==> config.mk <==
export PLATFORM = sky130hd
export DESIGN_NAME = lbm_ram
export DESIGN_NICKNAME = d
export VERILOG_FILES = /design/src/rtl/lbm_ram.sv
export SDC_FILE = /design/constraint.sdc
export NUM_CORES = 2
export LEC_CHECK = 0
export BUFFER_PORTS_ARGS = -buffer_cell sky130_fd_sc_hd__buf_2
export CAP_MARGIN = 10
export CORE_AREA = 2 2 381 383
export DETAILED_ROUTE_END_ITERATION = 8
export DIE_AREA = 0 0 383 385
export PLACE_DENSITY = 0.74
export SLEW_MARGIN = 30
export SYNTH_ARGS = -nofsm -noshare
export SYNTH_HDL_FRONTEND = slang
export SYNTH_SLANG_ARGS = --single-unit
==> constraint.sdc <==
create_clock -name clk_i -period 2.2 [get_ports clk_i]
set_input_delay 0.11 -clock clk_i [delete_from_list [all_inputs] [get_ports clk_i]]
set_output_delay 0.11 -clock clk_i [all_outputs]
set_load 0.005 [all_outputs]
==> src/rtl/lbm_ram.sv <==
`default_nettype none

module lbm_ram #(
  parameter int unsigned WIDTH = 8,
  parameter int unsigned DEPTH = 256,
  localparam int unsigned AddrW = $clog2(DEPTH)
) (
  input  wire logic             clk_i,
  input  wire logic             we_i,
  input  wire logic [AddrW-1:0] waddr_i,
  input  wire logic [WIDTH-1:0] wdata_i,
  input  wire logic             re_i,
  input  wire logic [AddrW-1:0] raddr_i,
  output logic      [WIDTH-1:0] rdata_o
);

  logic [WIDTH-1:0] mem [DEPTH];

  always_ff @(posedge clk_i) begin
    if (we_i) begin
      mem[waddr_i] <= wdata_i;
    end
    if (re_i) begin
      rdata_o <= mem[raddr_i];
    end
  end

endmodule

`default_nettype wire

==> results list <==
* Status: finished, violations left
- The checks that failed: setup timing.
- The routed layout has roughly 42,000 vias.
* Static leakage: between 0.03 and 0.04 uW
- Counting the fill cells in the layout gives 8,768.
- Total of warnings raised by yosys: 0
- The post-route netlist has approximately 33% of its cells at a drive strength greater than 1.
- In this run, synthesis inferred 2,056 flip-flops with an integrated enable.
- The floorplan step set the die width to between 300 and 400 um.
- Min cycle time layout: ~2.6 ns
* Iteration-0 DRC Markers: ~6,400
- Derived from the worst setup path, the maximum achievable clock frequency is 389 MHz.
* Mapped cell area: 79,600 um2
* Core region area: between 100,000 and 150,000 um2
- Maximum clock path buffer count: 3
- Across all hold checks on the routed design, the worst slack comes to 0.277 ns.
- Number of CTS-inserted buffers: 191
* Post-Synthesis Net Count: approximately 3,800
* Clock transition at path regs: roughly 0.06 ns
- In this run the number of H-tree levels came out at 4.
- At the end of routability-driven placement, the weighted congestion stood at 0.880.
- Clock tree synthesis selected as its root buffer the cell sky130_fd_sc_hd__clkbuf_16.
- Via density: approximately 6.5
- FF-to-FF End: rdata_o[2]$_DFFE_PP_
- The first global-routing pass estimated 292 mm of wire.
- Once routing completed, OpenROAD measured the worst setup slack at -0.372 ns.
* Crit-path cells: mux4_2, nor2b_1, a211oi_1, buf_4, nor3_1, nor4_4, buf_4, nor4_2
- Syn avg cell area: between 20 and 25 um2
- In this run the cell area measured after placement is around 87,000 um2.
- The die covers between 100,000 and 150,000 um2.
* Total net switching power: 17,100 uW
- Arrival time worst endpoint: ~3.2 ns
* Via count of the first global-routing pass: approximately 42,000
- Number of antenna violations at the first check in global routing: 9
- Internal power consumption: 63,200 uW
- Cell area power density: between 800 and 900 nW/um2
- For the final routed database, the setup TNS stands at -1.55 ns.
* Detailed placer's ending HPWL: 127 mm
* Post-layout power: ~80,000 uW
- Routed WL: roughly 200 mm
- For the pin with the worst max-slew slack, the measured transition is ~0.9 ns.
- Top post-synthesis cells by area: sky130_fd_sc_hd__edfxtp_1 78%, sky130_fd_sc_hd__mux4_2 13%, sky130_fd_sc_hd__mux2i_1 1.7%
* Wirelength per Cell: slightly above 30 um
- Number of max-cap violations: 0
- Once the floorplan was initialized, standard cells occupied a little under three fifths of the core.
* Crit path max fanout: 1
* Asr flop ratio synth: 0%
- Sw frac: a little over a fifth
- Buffers placed on the I/O ports in this run total 34.
- The startpoint identified for the worst register-to-register timing path is mem[101][2]$_DFFE_PP_.
- The worst path uses 117% of the clock period.
- STA puts the critical path data required time at ~2.8 ns.
* Critical Path Sink: rdata_o[2]$_DFFE_PP_
* Post-synth top area cell: sky130_fd_sc_hd__edfxtp_1
* Ys flop type: sky130_fd_sc_hd__edfxtp_1
- The library cell used most frequently in the layout, excluding fill and tap cells, is sky130_fd_sc_hd__edfxtp_1.
- The synthesized design devotes to its leading area cell type slightly below 80% of total area.
- Sequential cells were found to cover between 70% and 80% of the synthesized design area.
* Gr usage total: between 20 and 30%
- Registers are responsible for between 50% and 60% of the overall power.
- Final setup fails: 7
- Power share of the combinational group: 5.8%
* Setup repair after global routing missed its margin: true
* Worst r2r path cells: 8
* Maximum VDD drop: approximately 890 uV
* Number of cells produced by synthesis: between 3,000 and 4,000
- The clock network accounts for about two fifths of the total power.
* Crit. End Element: flip-flop
* Worst clock skew: approximately 0.018 ns
- Counting flops and latches in the post-synthesis netlist gives slightly above 2,000.
- CTS tree: done
- The worst setup path is launched from a flip-flop.
- In this run the worst hold path is classified as primary input to flip-flop.
- Net count of the finished layout: about 4,500
* Largest net degree at the start of global routing: 91
- Highest-count cells in the layout ignoring fill and taps: 2,056 x sky130_fd_sc_hd__edfxtp_1, 611 x sky130_fd_sc_hd__buf_4, 455 x sky130_fd_sc_hd__mux4_2
* Cell seen most often among critical-path stages: sky130_fd_sc_hd__buf_4
- For this design, the sink count on the clock tree is about 2,100.
- Slew Viols, Final: 0
- In this run the worst setup path begins at mem[101][2]$_DFFE_PP_.
- Timing analysis after detailed placement gives a worst setup slack of -1.11 ns.
- In this run, distinct cell masters in the synthesized netlist total 54.
- After detailed routing, the number of remaining DRC violations is 0.
* Critical setup path kind: flip-flop to flip-flop
- Number of rows created at floorplan: approximately 140
* Die Height: 385 um
- From synthesis to final layout, the design area changed by 17.9%.
* CP peak stage delay: roughly 0.48 ns
- Global route overflow: 0
- The detail route stage leaves a number of antenna-violating nets equal to 0.
* Final-report hold violation count: 0
- Number of ports placed on the die boundary: 35
- Non-Filler Cell Area, Final: roughly 94,000 um2
- Skew-Pair Late Insertion Delay: 0.83 ns
* Register-to-Register Setup Slack: -0.37 ns
* Normalized max-slew margin: about two fifths
- Number of cells on the worst hold path: 2
- Crit path max-delay cell type: sky130_fd_sc_hd__mux4_2
- Before antenna repair, the detailed router went through 6 iterations.
==> power groups by stage <==
stage / clock (uW) / combinational (uW) / sequential (uW)
floorplan: 0 / 2100 / 44100
global placement: 0 / 4370 / 44100
detailed placement: 0 / 4480 / 44100
CTS: 32700 / 4610 / 43300
global route: 34000 / 4880 / 43200
finish: 32300 / 4680 / 43300
==> registers in the layout (all words and copies together), names as in the netlist <==
register,count
mem,2048
rdata_o,8
==> cells by family (layout without fill, tap and decap cells) <==
family | count (synthesis) | in the layout | synth area share, %
muxes | 591 | 591 | 14.6
DFF | 2056 | 2056 | 77.5
AOI/OAI and AO/OA | 385 | 385 | 3.42
other | 0 | 6 | 0
and+or+nand+nor | 466 | 466 | 2.63
buffers and inverters | 235 | 1101 | 1.83
==> layer usage <==
layer	routed length [um]	GRT usage [%]	vias to the layer above
met5	42	0	-
met4	8290	10.6	6
met1	74300	39.1	21903
met3	22500	5.32	435
met2	96200	43.3	2885
li1	-	-	17124
==> synthesized netlist by cell type, types with 28 or more instances <==
master,number
sky130_fd_sc_hd__edfxtp_1,2056
sky130_fd_sc_hd__mux4_2,454
sky130_fd_sc_hd__nor2_1,282
sky130_fd_sc_hd__mux2i_1,134
sky130_fd_sc_hd__a22oi_1,133
sky130_fd_sc_hd__clkbuf_1,111
sky130_fd_sc_hd__a21oi_1,96
sky130_fd_sc_hd__o221ai_1,46
sky130_fd_sc_hd__nand3_1,34
sky130_fd_sc_hd__nand2_1,33
sky130_fd_sc_hd__buf_2,31
sky130_fd_sc_hd__nor2b_1,31
sky130_fd_sc_hd__o22ai_1,28
==> stage by stage <==
step,util [%],cells
2_1_floorplan,-,3733
3_3_place_gp,60.9,6130
3_5_place_dp,61.0,6134
4_1_cts,65.5,6502
5_1_grt,65.6,6504
6_report,65.6,6508
==> how the worst min path moves through the flow <==
stage / slack [ns] / end / start
final: 0.28 / rdata_o[6]$_DFFE_PP_ / re_i
after global routing: 0.24 / rdata_o[6]$_DFFE_PP_ / re_i
after CTS: 0.21 / rdata_o[7]$_DFFE_PP_ / re_i
after detailed placement: 0.56 / rdata_o[7]$_DFFE_PP_ / re_i
after global placement: 0.55 / rdata_o[7]$_DFFE_PP_ / re_i
after floorplan: 0.21 / mem[0][0]$_DFFE_PP_ / wdata_i[0]
==> area by class of cell <==
type	instances	area [um2]	share of cell area, %
Sequential cell	2056	61700	65.8
Antenna cell	6	15.0	0.0160
Clock inverter	99	1060	1.13
Tap cell	1903	2380	2.54
Multi-Input combinational cell	1442	16900	18.0
Clock buffer	250	5020	5.35
Timing Repair Buffer	750	6770	7.22
Inverter	2	7.51	0.00800
==> worst max-delay path: cells and delay by family (launching register included) <==
| family | cells | cell delay (ns) |
|---|---|---|
| AND/OR/NAND/NOR | 4 | 0.78 |
| multiplexers | 1 | 0.48 |
| AO/OA/AOI/OAI | 1 | 0.32 |
| flip-flops | 1 | 0.36 |
| buffers and inverters | 2 | 0.39 |
==> what timing repair did <==
action	CTS	global route
resized for setup	39	19
hold buffers	19	0
endpoints found under the setup margin	8	8
hold endpoints to repair	819	0
buffers inserted	0	0
pin swaps	14	10
Power figures use the tool's default switching activity.
